$ cat src/rtl/mfa_pkg.sv
// ----------------------------------------------------------------------------
// Stuffed frame assembler package
// Field widths, mode codes, register indexes and framing constants.
// ----------------------------------------------------------------------------
`timescale 1ns / 1ps

package mfa_pkg;

  localparam int MODE_W    = 2;
  localparam int CHAN_W    = 2;
  localparam int BYTE_W    = 8;
  localparam int LEN_W     = 7;
  localparam int PADDR_W   = 3;
  localparam int PDATA_W   = 32;

  localparam int CHANNELS_DEF    = 4;
  localparam int FRAME_BYTES_DEF = 64;

  localparam logic [MODE_W-1:0] MODE_DATA  = 2'd0;
  localparam logic [MODE_W-1:0] MODE_OPEN  = 2'd1;
  localparam logic [MODE_W-1:0] MODE_CLOSE = 2'd2;

  localparam logic REG_FLAG  = 1'b0;
  localparam logic REG_STUFF = 1'b1;

  localparam logic [BYTE_W-1:0] FLAG_RESET  = 8'd126;
  localparam logic [BYTE_W-1:0] STUFF_RESET = 8'd125;

  // Header bytes before the length check starts, position of the length byte,
  // and trailer bytes after the payload.
  localparam int HDR_BYTES   = 5;
  localparam int LEN_POS     = 4;
  localparam int TRAIL_BYTES = 2;

endpackage

$ cat src/rtl/mfa_in_if.sv
// ----------------------------------------------------------------------------
// Input channel interface
// One received byte with its channel number and mode, valid/ready handshake.
// ----------------------------------------------------------------------------
`timescale 1ns / 1ps

interface mfa_in_if;
  logic                       valid;
  logic                       ready;
  logic [mfa_pkg::MODE_W-1:0] mode;
  logic [mfa_pkg::CHAN_W-1:0] channel;
  logic [mfa_pkg::BYTE_W-1:0] data_in;

  modport source (output valid, output mode, output channel, output data_in, input ready);
  modport sink   (input valid, input mode, input channel, input data_in, output ready);
endinterface

$ cat src/rtl/mfa_out_if.sv
// ----------------------------------------------------------------------------
// Output channel interface
// One emitted frame byte tagged with channel, frame length and last mark.
// ----------------------------------------------------------------------------
`timescale 1ns / 1ps

interface mfa_out_if;
  logic                       valid;
  logic                       ready;
  logic [mfa_pkg::CHAN_W-1:0] out_channel;
  logic [mfa_pkg::LEN_W-1:0]  frame_length;
  logic [mfa_pkg::BYTE_W-1:0] data_out;
  logic                       last;

  modport source (output valid, output out_channel, output frame_length, output data_out,
                  output last, input ready);
  modport sink   (input valid, input out_channel, input frame_length, input data_out,
                  input last, output ready);
endinterface

$ cat src/rtl/multichannel_stuffed_frame_assembler_core.sv
// ----------------------------------------------------------------------------
// Multichannel stuffed frame assembler
// Collects byte-stuffed, length-framed frames per channel and emits them.
// ----------------------------------------------------------------------------
// Usage:
//   in_ch  : one word per received byte: mode (data, open, close), channel and
//            byte. Open clears the channel and makes it active, close makes it
//            inactive. Data bytes build the channel's frame in the frame memory.
//   out_ch : one word per stored byte of a completed frame, in arrival order,
//            tagged with channel and frame length; last marks the final byte.
//   APB    : flag_byte at 0x0, stuff_byte at 0x4; write only while idle.
// Timing:
//   For each input word the accept cycle reads the channel state memory, and
//   the next cycle modifies and writes it back with the frame byte.
//   A byte that completes a frame is followed by its n output words, each
//   with a frame memory read and then an output hold.
//   No input is taken while a frame is being emitted; a stalled receiver holds
//   the current output word and the block simply waits.
// Reset:
//   Channel state valid bits clear at once, so every channel reads as idle and
//   inactive in the first cycle after reset; registers return to defaults.
// ----------------------------------------------------------------------------
`timescale 1ns / 1ps

module multichannel_stuffed_frame_assembler_core #(
  parameter int CHANNELS    = mfa_pkg::CHANNELS_DEF,
  parameter int FRAME_BYTES = mfa_pkg::FRAME_BYTES_DEF
) (
  input  logic                        clk,
  input  logic                        rst,
  input  logic                        psel,
  input  logic                        penable,
  input  logic                        pwrite,
  input  logic [mfa_pkg::PADDR_W-1:0] paddr,
  input  logic [mfa_pkg::PDATA_W-1:0] pwdata,
  output logic [mfa_pkg::PDATA_W-1:0] prdata,
  output logic                        pready,
  mfa_in_if.sink                      in_ch,
  mfa_out_if.source                   out_ch
);

  localparam int CH_W      = (CHANNELS > 1) ? $clog2(CHANNELS) : 1;
  localparam int MEM_DEPTH = CHANNELS * FRAME_BYTES;
  localparam int AW        = $clog2(MEM_DEPTH);
  localparam int NEED_W    = 10;
  localparam int CNT_W     = mfa_pkg::LEN_W;
  localparam logic [CNT_W-1:0] FB_LIMIT = CNT_W'(FRAME_BYTES);

  typedef struct packed {
    logic                       active;
    logic                       pend;
    logic [CNT_W-1:0]           cnt;
    logic [CNT_W-1:0]           scnt;
    logic [mfa_pkg::BYTE_W-1:0] len;
  } chan_state_t;

  typedef enum logic [1:0] {
    S_IDLE,
    S_PROC,
    S_EMIT_RD,
    S_EMIT_OUT
  } state_t;

  state_t state;

  logic [mfa_pkg::BYTE_W-1:0] flag_byte;
  logic [mfa_pkg::BYTE_W-1:0] stuff_byte;

  logic [mfa_pkg::MODE_W-1:0] mode_q;
  logic [CH_W-1:0]            ch_q;
  logic [mfa_pkg::BYTE_W-1:0] byte_q;

  chan_state_t                st_mem [CHANNELS];
  logic [CHANNELS-1:0]        st_vld;
  chan_state_t                st_q;
  logic                       st_vld_q;

  logic [mfa_pkg::BYTE_W-1:0] fmem [MEM_DEPTH];
  logic [mfa_pkg::BYTE_W-1:0] fm_q;

  logic [CNT_W-1:0]           emit_cnt;
  logic [CNT_W-1:0]           emit_k;

  logic                       in_acc;
  logic                       in_take;
  logic [CH_W-1:0]            in_idx;
  chan_state_t                cur;
  chan_state_t                st_next;
  logic                       st_we;
  logic                       fm_we;
  logic                       emit;
  logic [CNT_W-1:0]           cnt_n;
  logic [mfa_pkg::BYTE_W-1:0] len_n;
  logic [NEED_W-1:0]          need;
  logic [AW-1:0]              wr_addr;
  logic [AW-1:0]              rd_addr;
  logic                       out_last;

  // ---------------------------------------------------------------- config
  assign pready = 1'b1;

  always_ff @(posedge clk) begin
    if (rst) begin
      flag_byte  <= mfa_pkg::FLAG_RESET;
      stuff_byte <= mfa_pkg::STUFF_RESET;
    end else if (psel && penable && pwrite) begin
      case (paddr[2])
        mfa_pkg::REG_FLAG:  flag_byte  <= pwdata[mfa_pkg::BYTE_W-1:0];
        mfa_pkg::REG_STUFF: stuff_byte <= pwdata[mfa_pkg::BYTE_W-1:0];
        default: ;
      endcase
    end
  end

  always_comb begin
    case (paddr[2])
      mfa_pkg::REG_STUFF: prdata = {{(mfa_pkg::PDATA_W-mfa_pkg::BYTE_W){1'b0}}, stuff_byte};
      default:            prdata = {{(mfa_pkg::PDATA_W-mfa_pkg::BYTE_W){1'b0}}, flag_byte};
    endcase
  end

  // ---------------------------------------------------------------- input
  assign in_ch.ready = (state == S_IDLE);
  assign in_acc      = in_ch.valid && in_ch.ready;
  assign in_idx      = CH_W'(in_ch.channel);
  // Drop out-of-range channels and the unused mode right at the port.
  assign in_take     = in_acc && (int'(in_ch.channel) < CHANNELS) &&
                       (in_ch.mode == mfa_pkg::MODE_DATA || in_ch.mode == mfa_pkg::MODE_OPEN ||
                        in_ch.mode == mfa_pkg::MODE_CLOSE);

  // ---------------------------------------------------------------- state memory
  always_ff @(posedge clk) begin
    if (in_take) begin
      st_q     <= st_mem[in_idx];
      st_vld_q <= st_vld[in_idx];
    end
    if (state == S_PROC && st_we) begin
      st_mem[ch_q] <= st_next;
    end
  end

  always_ff @(posedge clk) begin
    if (rst) begin
      st_vld <= '0;
    end else if (state == S_PROC && st_we) begin
      st_vld[ch_q] <= 1'b1;
    end
  end

  // ---------------------------------------------------------------- modify
  always_comb begin
    cur     = st_vld_q ? st_q : '0;
    st_next = cur;
    st_we   = 1'b0;
    fm_we   = 1'b0;
    emit    = 1'b0;
    cnt_n   = cur.cnt;
    len_n   = cur.len;
    need    = '0;
    case (mode_q)
      mfa_pkg::MODE_OPEN: begin
        st_next.active = 1'b1;
        st_next.pend   = 1'b0;
        st_next.cnt    = '0;
        st_next.scnt   = '0;
        st_we          = 1'b1;
      end
      mfa_pkg::MODE_CLOSE: begin
        st_next.active = 1'b0;
        st_we          = 1'b1;
      end
      mfa_pkg::MODE_DATA: begin
        // Idle channels wait for the flag byte.
        if (cur.active && !(cur.cnt == '0 && byte_q != flag_byte)) begin
          if (byte_q == stuff_byte && !cur.pend) begin
            if (cur.cnt < FB_LIMIT) begin
              fm_we        = 1'b1;
              st_next.pend = 1'b1;
              st_next.cnt  = cur.cnt + 1'b1;
              st_next.scnt = cur.scnt + 1'b1;
              if (cur.cnt == CNT_W'(mfa_pkg::LEN_POS)) begin
                st_next.len = byte_q;
              end
              st_we = 1'b1;
            end
          end else begin
            st_we = 1'b1;
            if (cur.cnt < FB_LIMIT) begin
              fm_we = 1'b1;
              cnt_n = cur.cnt + 1'b1;
              if (cur.cnt == CNT_W'(mfa_pkg::LEN_POS)) begin
                len_n = byte_q;
              end
            end
            need = NEED_W'(mfa_pkg::HDR_BYTES + mfa_pkg::TRAIL_BYTES) + NEED_W'(len_n) +
                   NEED_W'(cur.scnt);
            st_next.pend = 1'b0;
            st_next.cnt  = cnt_n;
            st_next.len  = len_n;
            if (cnt_n >= CNT_W'(mfa_pkg::HDR_BYTES) &&
                (NEED_W'(cnt_n) >= need || cnt_n >= FB_LIMIT)) begin
              emit         = 1'b1;
              st_next.cnt  = '0;
              st_next.scnt = '0;
            end
          end
        end
      end
      default: ;
    endcase
  end

  // ---------------------------------------------------------------- frame memory
  assign wr_addr = AW'(int'(ch_q) * FRAME_BYTES + int'(cur.cnt));
  assign rd_addr = AW'(int'(ch_q) * FRAME_BYTES + int'(emit_k));

  always_ff @(posedge clk) begin
    if (state == S_PROC && fm_we) begin
      fmem[wr_addr] <= byte_q;
    end
    if (state == S_EMIT_RD) begin
      fm_q <= fmem[rd_addr];
    end
  end

  // ---------------------------------------------------------------- sequencer
  assign out_last = (emit_k == emit_cnt - 1'b1);

  always_ff @(posedge clk) begin
    if (rst) begin
      state    <= S_IDLE;
      mode_q   <= mfa_pkg::MODE_DATA;
      ch_q     <= '0;
      byte_q   <= '0;
      emit_cnt <= '0;
      emit_k   <= '0;
    end else begin
      case (state)
        S_IDLE: begin
          if (in_take) begin
            mode_q <= in_ch.mode;
            ch_q   <= in_idx;
            byte_q <= in_ch.data_in;
            state  <= S_PROC;
          end
        end
        S_PROC: begin
          if (emit) begin
            emit_cnt <= cnt_n;
            emit_k   <= '0;
            state    <= S_EMIT_RD;
          end else begin
            state <= S_IDLE;
          end
        end
        S_EMIT_RD: begin
          state <= S_EMIT_OUT;
        end
        S_EMIT_OUT: begin
          // Hold the word until the receiver takes it.
          if (out_ch.ready) begin
            if (out_last) begin
              state <= S_IDLE;
            end else begin
              emit_k <= emit_k + 1'b1;
              state  <= S_EMIT_RD;
            end
          end
        end
        default: state <= S_IDLE;
      endcase
    end
  end

  assign out_ch.valid        = (state == S_EMIT_OUT);
  assign out_ch.out_channel  = mfa_pkg::CHAN_W'(ch_q);
  assign out_ch.frame_length = emit_cnt;
  assign out_ch.data_out     = fm_q;
  assign out_ch.last         = out_last;

endmodule

$ cat src/flat_wrapper.sv
// flat-port wrapper written by rule: the top's interface ports become plain ports
module multichannel_stuffed_frame_assembler_core_flat 
#(
  parameter int CHANNELS    = mfa_pkg::CHANNELS_DEF,
  parameter int FRAME_BYTES = mfa_pkg::FRAME_BYTES_DEF
)
  (clk, rst, psel, penable, pwrite, paddr, pwdata, prdata, pready, in_ch_valid, in_ch_mode, in_ch_channel, in_ch_data_in, in_ch_ready, out_ch_valid, out_ch_out_channel, out_ch_frame_length, out_ch_data_out, out_ch_last, out_ch_ready);
  mfa_in_if in_ch_i ();
  mfa_out_if out_ch_i ();
  input  logic clk;
  input  logic rst;
  input  logic psel;
  input  logic penable;
  input  logic pwrite;
  input  logic [mfa_pkg::PADDR_W-1:0] paddr;
  input  logic [mfa_pkg::PDATA_W-1:0] pwdata;
  output logic [mfa_pkg::PDATA_W-1:0] prdata;
  output logic pready;
  input wire logic [$bits(in_ch_i.valid)-1:0] in_ch_valid;
  input wire logic [$bits(in_ch_i.mode)-1:0] in_ch_mode;
  input wire logic [$bits(in_ch_i.channel)-1:0] in_ch_channel;
  input wire logic [$bits(in_ch_i.data_in)-1:0] in_ch_data_in;
  output wire logic [$bits(in_ch_i.ready)-1:0] in_ch_ready;
  output wire logic [$bits(out_ch_i.valid)-1:0] out_ch_valid;
  output wire logic [$bits(out_ch_i.out_channel)-1:0] out_ch_out_channel;
  output wire logic [$bits(out_ch_i.frame_length)-1:0] out_ch_frame_length;
  output wire logic [$bits(out_ch_i.data_out)-1:0] out_ch_data_out;
  output wire logic [$bits(out_ch_i.last)-1:0] out_ch_last;
  input wire logic [$bits(out_ch_i.ready)-1:0] out_ch_ready;
  assign in_ch_i.valid = in_ch_valid;
  assign in_ch_i.mode = in_ch_mode;
  assign in_ch_i.channel = in_ch_channel;
  assign in_ch_i.data_in = in_ch_data_in;
  assign in_ch_ready = in_ch_i.ready;
  assign out_ch_valid = out_ch_i.valid;
  assign out_ch_out_channel = out_ch_i.out_channel;
  assign out_ch_frame_length = out_ch_i.frame_length;
  assign out_ch_data_out = out_ch_i.data_out;
  assign out_ch_last = out_ch_i.last;
  assign out_ch_i.ready = out_ch_ready;
  multichannel_stuffed_frame_assembler_core #(.CHANNELS(CHANNELS), .FRAME_BYTES(FRAME_BYTES)) u_core (.clk(clk), .rst(rst), .psel(psel), .penable(penable), .pwrite(pwrite), .paddr(paddr), .pwdata(pwdata), .prdata(prdata), .pready(pready), .in_ch(in_ch_i), .out_ch(out_ch_i));
endmodule
$ cat config.mk
export PLATFORM = sky130hd
export DESIGN_NAME = multichannel_stuffed_frame_assembler_core_flat
export DESIGN_NICKNAME = d
export VERILOG_FILES = /design/src/rtl/mfa_pkg.sv /design/src/rtl/mfa_in_if.sv /design/src/rtl/mfa_out_if.sv /design/src/rtl/multichannel_stuffed_frame_assembler_core.sv /design/src/flat_wrapper.sv
export SDC_FILE = /design/constraint.sdc
export NUM_CORES = 2
export LEC_CHECK = 0
export ABC_AREA = 0
export BUFFER_PORTS_ARGS = -buffer_cell sky130_fd_sc_hd__clkbuf_2
export CAP_MARGIN = 20
export CORE_MARGIN = 2
export CORE_UTILIZATION = 60
export CTS_CLUSTER_DIAMETER = 200
export CTS_CLUSTER_SIZE = 24
export DETAILED_ROUTE_END_ITERATION = 12
export PLACE_DENSITY = 0.76
export SLEW_MARGIN = 20
export SYNTH_ARGS = -nofsm -noshare
export SYNTH_HDL_FRONTEND = slang
export SYNTH_SLANG_ARGS = --single-unit
export TNS_END_PERCENT = 50
$ cat constraint.sdc
create_clock -name clk -period 15.7 [get_ports clk]
set_clock_uncertainty 0.15 [all_clocks]
set_input_delay 1.57 -clock clk [delete_from_list [all_inputs] [get_ports clk]]
set_output_delay 1.57 -clock clk [all_outputs]
set_load 0.1 [all_outputs]
==> implementation parameters <==
Parameter                              Value

Critical path
  CP startpoint kind    flop
  Slowest cell on crit path    sky130_fd_sc_hd__nor3_2
  Worst-path maximum fanout    13
  Buffer and inverter count on the worst path    0
  Cell family contributing the most delay on the critical path    compound AO/OA/AOI/OAI gates
  Type of element capturing the critical path    flop
  Length in cells of the worst reg-to-reg path    22
  CP endpoint    u_core.st_mem[0][8]$_DFFE_PP_
  Biggest cell delay along the critical path    0.56 ns
  Beginning of the worst register-to-register path    u_core.st_vld_q$_DFFE_PP_
  Worst endpoint required time    16.03 ns
  Cell repeated most along the worst path    sky130_fd_sc_hd__ha_1
  Register-to-register setup slack    9.14 ns
  Critical path class    reg2reg
  Cell chain of the critical path    nand2_1, ha_1, or4b_1, nor3_2, a21oi_1, ha_1, nor2b_1, o31ai_1, xnor2_1, ha_1, o21a_1, o31a_1, o21ai_0, nand2b_1, xnor2_1, ha_1, a211oi_1, o21ai_0, and4_1, a21oi_4, o21ai_1, o31ai_1
  Stages on worst setup path    22
  Critical path launch point    u_core.st_vld_q$_DFFE_PP_
  Critical path data arrival time    6.89 ns
  Endpoint of the worst-slack reg-to-reg timing path    u_core.st_mem[0][8]$_DFFE_PP_

STA
  Min Tclk post-route    6.560 ns
  Number of max-slew violations in the final report    0
  Final setup violation count    0
  Fmax    0.1524 GHz
  Final period utilization    0.4179
  Setup repair after global routing missed its margin    no
  Max transition margin    0.2261
  Endpoints failing hold    0
  Sum of negative setup slack    0 ns
  Tightest Pin Transition    1.161 ns
  Final WS setup    9.140 ns

Detailed routing
  1st-pass router iterations    6
  Aggregate routed wire length    186.0 mm
  Number of remaining DRC errors    0
  Uppermost layer routed    met5
  Detailed route wirelength on metal2    91.86 mm
  Starting DRT DRC Count    5,272
  Total length of routed met3 wires    15.67 mm
  Routed via count    40,250
  Remaining number of nets flagged by the antenna check after routing    0
  Metal-1 WL    73.22 mm
  Routed wire per std cell    31.32 µm
  Avg Vias per Cell    6.779

Synth
  Top cells by instance count after synthesis    sky130_fd_sc_hd__edfxtp_1, sky130_fd_sc_hd__mux4_2, sky130_fd_sc_hd__nor2_1, sky130_fd_sc_hd__clkbuf_1, sky130_fd_sc_hd__nand2_1
  Area fraction in compound gates after synthesis    0.01616
  Share of synthesized cell area in and, or, nand and nor gates    0.02767
  Dominant synthesized flop cell    sky130_fd_sc_hd__edfxtp_1
  Cell type contributing the most total cell area after synthesis    sky130_fd_sc_hd__edfxtp_1
  Synth Instances    4,010
  Flip-flop and latch count after synthesis    2,225
  Total number of yosys warnings    0
  Synth Area per Inst    21.88 µm²
  Cell area after synthesis    0.08772 mm²
  Sequential area share after synthesis    0.7562
  Leading cell types by total area after synthesis    sky130_fd_sc_hd__edfxtp_1, sky130_fd_sc_hd__mux4_2, sky130_fd_sc_hd__nor2_1
  Proportion of synthesized flip-flops having asynchronous set or reset    0
  Adder and majority gate portion of the synthesized area    0.004365
  Count of flip-flops with a built-in enable after synthesis    2,177
  Most frequent cell after synthesis    sky130_fd_sc_hd__edfxtp_1
  Number of distinct library cells after synthesis    72
  Fraction of synthesized cell area in xor and xnor cells    0.004793
  Proportion of synthesized area in mux cells    0.1744
  Dominant combinational cell family by area after synthesis    multiplexers
  Fraction of synthesized cell area taken by the top area cell type    0.7452

Floorplan
  Number of standard-cell rows in the floorplan    140
  Die boundary width    386.4 µm
  Effective utilization at floorplan    0.6033
  Number of top-level pins    107
  DIE AREA    0.1493 mm²
  Die Ht    386.4 µm
  Core box area    0.1454 mm²

Global routing
  First-pass GRT wire length    271.3 mm
  Remaining Overflow, GRT    0
  Pin count of the biggest net entering global routing    210
  Antenna violations before repair    4
  Global router's overall resource usage    0.2523
  Via count of the first global-routing pass    39,720

Layout
  Final design area excluding fillers    0.09247 mm²
  Synthesis-to-layout area growth    5.419%
  N_diodes    0
  Fraction of final layout cells with drive strength greater than 1    0.2321
  Layout Nets    4,080
  Filler cell count    9,325
  Final non-filler cell total    5,937

Power and ir drop
  Overall power    9746 µW
  Max IR drop VDD    0.1039 mV
  Leak    0.02744 µW
  P per Cell Area    105.4 mW/mm²

Placed design
  Port Buffers    55
  Pre-CTS setup slack    9.340 ns
  Placed cell count    5,808
  Final weighted congestion of routability-driven global placement    0.8268
  Detailed placer's ending HPWL    109.3 mm
  Post-detailed-placement cell area    0.08969 mm²

Clock tree
  Clk_lat worst skew    0.76 ns
  Hold-fix buffers at CTS    0
  CTS buffer count    102
  Clock tree from TritonCTS    built
  Root Buffer Master    sky130_fd_sc_hd__clkbuf_16
  Clock-pin transition on the worst setup and hold timing paths    0.10 ns
  Worst-case clock buffer depth    3
  Post-cts repair resize count    0
  Count of H-tree levels built during CTS    3
  Clock sink total    2,225
  Setup Buffers After CTS    0

Hold path
  Worst Hold Class    reg2reg

Status
  Status    finished clean

Run
  Maximum capacitance violations    0
[layout make-up]
type / instances / area (µm²) / share of cell area
clock inverter: 7 / 98.84 / 0.001069
multi-input combinational: 1535 / 20060 / 0.2170
inverter: 20 / 75.07 / 0.0008118
clock buffer: 121 / 2645 / 0.02860
sequential: 2225 / 66380 / 0.7178
tap: 1917 / 2399 / 0.02594
timing repair buffer: 112 / 813.3 / 0.008795
[state kept, by name (all words and copies together) (netlist names), 4 cells and up]
| register | cells |
|---|---|
| u_core.flag_byte | 8 |
| u_core.fmem | 2048 |
| u_core.st_mem | 96 |
| u_core.st_q | 24 |
| u_core.out_ch.frame_length | 7 |
| u_core.byte_q | 8 |
| u_core.emit_k | 7 |
| u_core.stuff_byte | 8 |
| u_core.st_vld | 4 |
| u_core.out_ch.data_out | 8 |
[worst min-delay path by stage]
| stage | from | end | slack [ns] | cells after the start |
|---|---|---|---|---|
| after detailed placement | u_core.st_vld[1]$_SDFFE_PP0P_ | u_core.st_vld[1]$_SDFFE_PP0P_ | 0.31 | 2 |
| after floorplan | u_core.st_vld[1]$_SDFFE_PP0P_ | u_core.st_vld[1]$_SDFFE_PP0P_ | 0.28 | 2 |
| after global placement | u_core.st_vld[1]$_SDFFE_PP0P_ | u_core.st_vld[1]$_SDFFE_PP0P_ | 0.30 | 2 |
| after global routing | u_core.st_vld[3]$_SDFFE_PP0P_ | u_core.st_vld[3]$_SDFFE_PP0P_ | 0.37 | 1 |
| after CTS | u_core.st_vld[1]$_SDFFE_PP0P_ | u_core.st_vld[1]$_SDFFE_PP0P_ | 0.33 | 2 |
| final | u_core.st_vld[1]$_SDFFE_PP0P_ | u_core.st_vld[1]$_SDFFE_PP0P_ | 0.33 | 2 |
[where the power goes]
group | switching (µW) | leakage, µW | internal, µW
combinational | 207 | 0.00568 | 52.6
sequential | 33.8 | 0.0204 | 6540
clock | 1710 | 0.00134 | 1200
[worst register-to-register path, cell delays in order, from the launching register on]
cell and delay (ns):
sky130_fd_sc_hd__edfxtp_1 0.47, sky130_fd_sc_hd__nand2_1 0.15, sky130_fd_sc_hd__ha_1 0.23, sky130_fd_sc_hd__or4b_1 0.53, sky130_fd_sc_hd__nor3_2 0.56, sky130_fd_sc_hd__a21oi_1 0.26, sky130_fd_sc_hd__ha_1 0.32, sky130_fd_sc_hd__nor2b_1 0.15
sky130_fd_sc_hd__o31ai_1 0.41, sky130_fd_sc_hd__xnor2_1 0.20, sky130_fd_sc_hd__ha_1 0.34, sky130_fd_sc_hd__o21a_1 0.11, sky130_fd_sc_hd__o31a_1 0.13, sky130_fd_sc_hd__o21ai_0 0.16, sky130_fd_sc_hd__nand2b_1 0.08, sky130_fd_sc_hd__xnor2_1 0.16
sky130_fd_sc_hd__ha_1 0.24, sky130_fd_sc_hd__a211oi_1 0.20, sky130_fd_sc_hd__o21ai_0 0.23, sky130_fd_sc_hd__and4_1 0.30, sky130_fd_sc_hd__a21oi_4 0.32, sky130_fd_sc_hd__o21ai_1 0.14, sky130_fd_sc_hd__o31ai_1 0.46
[logic make-up after synthesis]
family | after synthesis
and+or+nand+nor | 542
AOI/OAI and AO/OA | 195
other | 2
xor gates and xnor gates | 48
buffers and inverters | 273
muxes | 695
DFF | 2225
adders and majority gates | 30
[per-layer routing]
layer  up-vias  track usage
met5         -            0
met4         6      0.07084
met3       248      0.03747
met2      2030       0.4024
met1     21400       0.3725
li1      16560            -
[layout by cell type, fill, tap and decap left out, types with 11 or more instances in the layout]
cell,Yosys,layout
sky130_fd_sc_hd__edfxtp_1,2177,2177
sky130_fd_sc_hd__mux4_2,666,666
sky130_fd_sc_hd__nor2_1,300,297
sky130_fd_sc_hd__clkbuf_16,0,103
sky130_fd_sc_hd__nand2_1,93,93
sky130_fd_sc_hd__clkbuf_2,0,54
sky130_fd_sc_hd__buf_4,42,46
sky130_fd_sc_hd__a22oi_1,36,36
sky130_fd_sc_hd__dfxtp_1,48,36
sky130_fd_sc_hd__o21ai_0,29,29
sky130_fd_sc_hd__xor2_1,29,29
sky130_fd_sc_hd__ha_1,29,29
sky130_fd_sc_hd__nand3_1,27,27
sky130_fd_sc_hd__a21oi_1,27,27
sky130_fd_sc_hd__conb_1,2,25
sky130_fd_sc_hd__nor2b_1,25,22
sky130_fd_sc_hd__inv_1,20,20
sky130_fd_sc_hd__a22o_1,20,20
sky130_fd_sc_hd__xnor2_1,19,19
sky130_fd_sc_hd__mux2i_1,19,19
sky130_fd_sc_hd__a221oi_1,19,19
sky130_fd_sc_hd__clkbuf_1,109,18
sky130_fd_sc_hd__nor3_1,17,17
sky130_fd_sc_hd__dfxtp_4,0,12
sky130_fd_sc_hd__and2_1,11,11
sky130_fd_sc_hd__and4_1,11,11
[metrics by stage]
stage	hold slack [ns]	util
2_1_floorplan	0.2821	-
3_3_place_gp	0.3021	0.6169
3_5_place_dp	0.3113	0.6169
4_1_cts	0.3330	0.6357
5_1_grt	0.3650	0.6360
6_report	0.3282	0.6360
No activity file was read; power rests on OpenSTA's default activity.
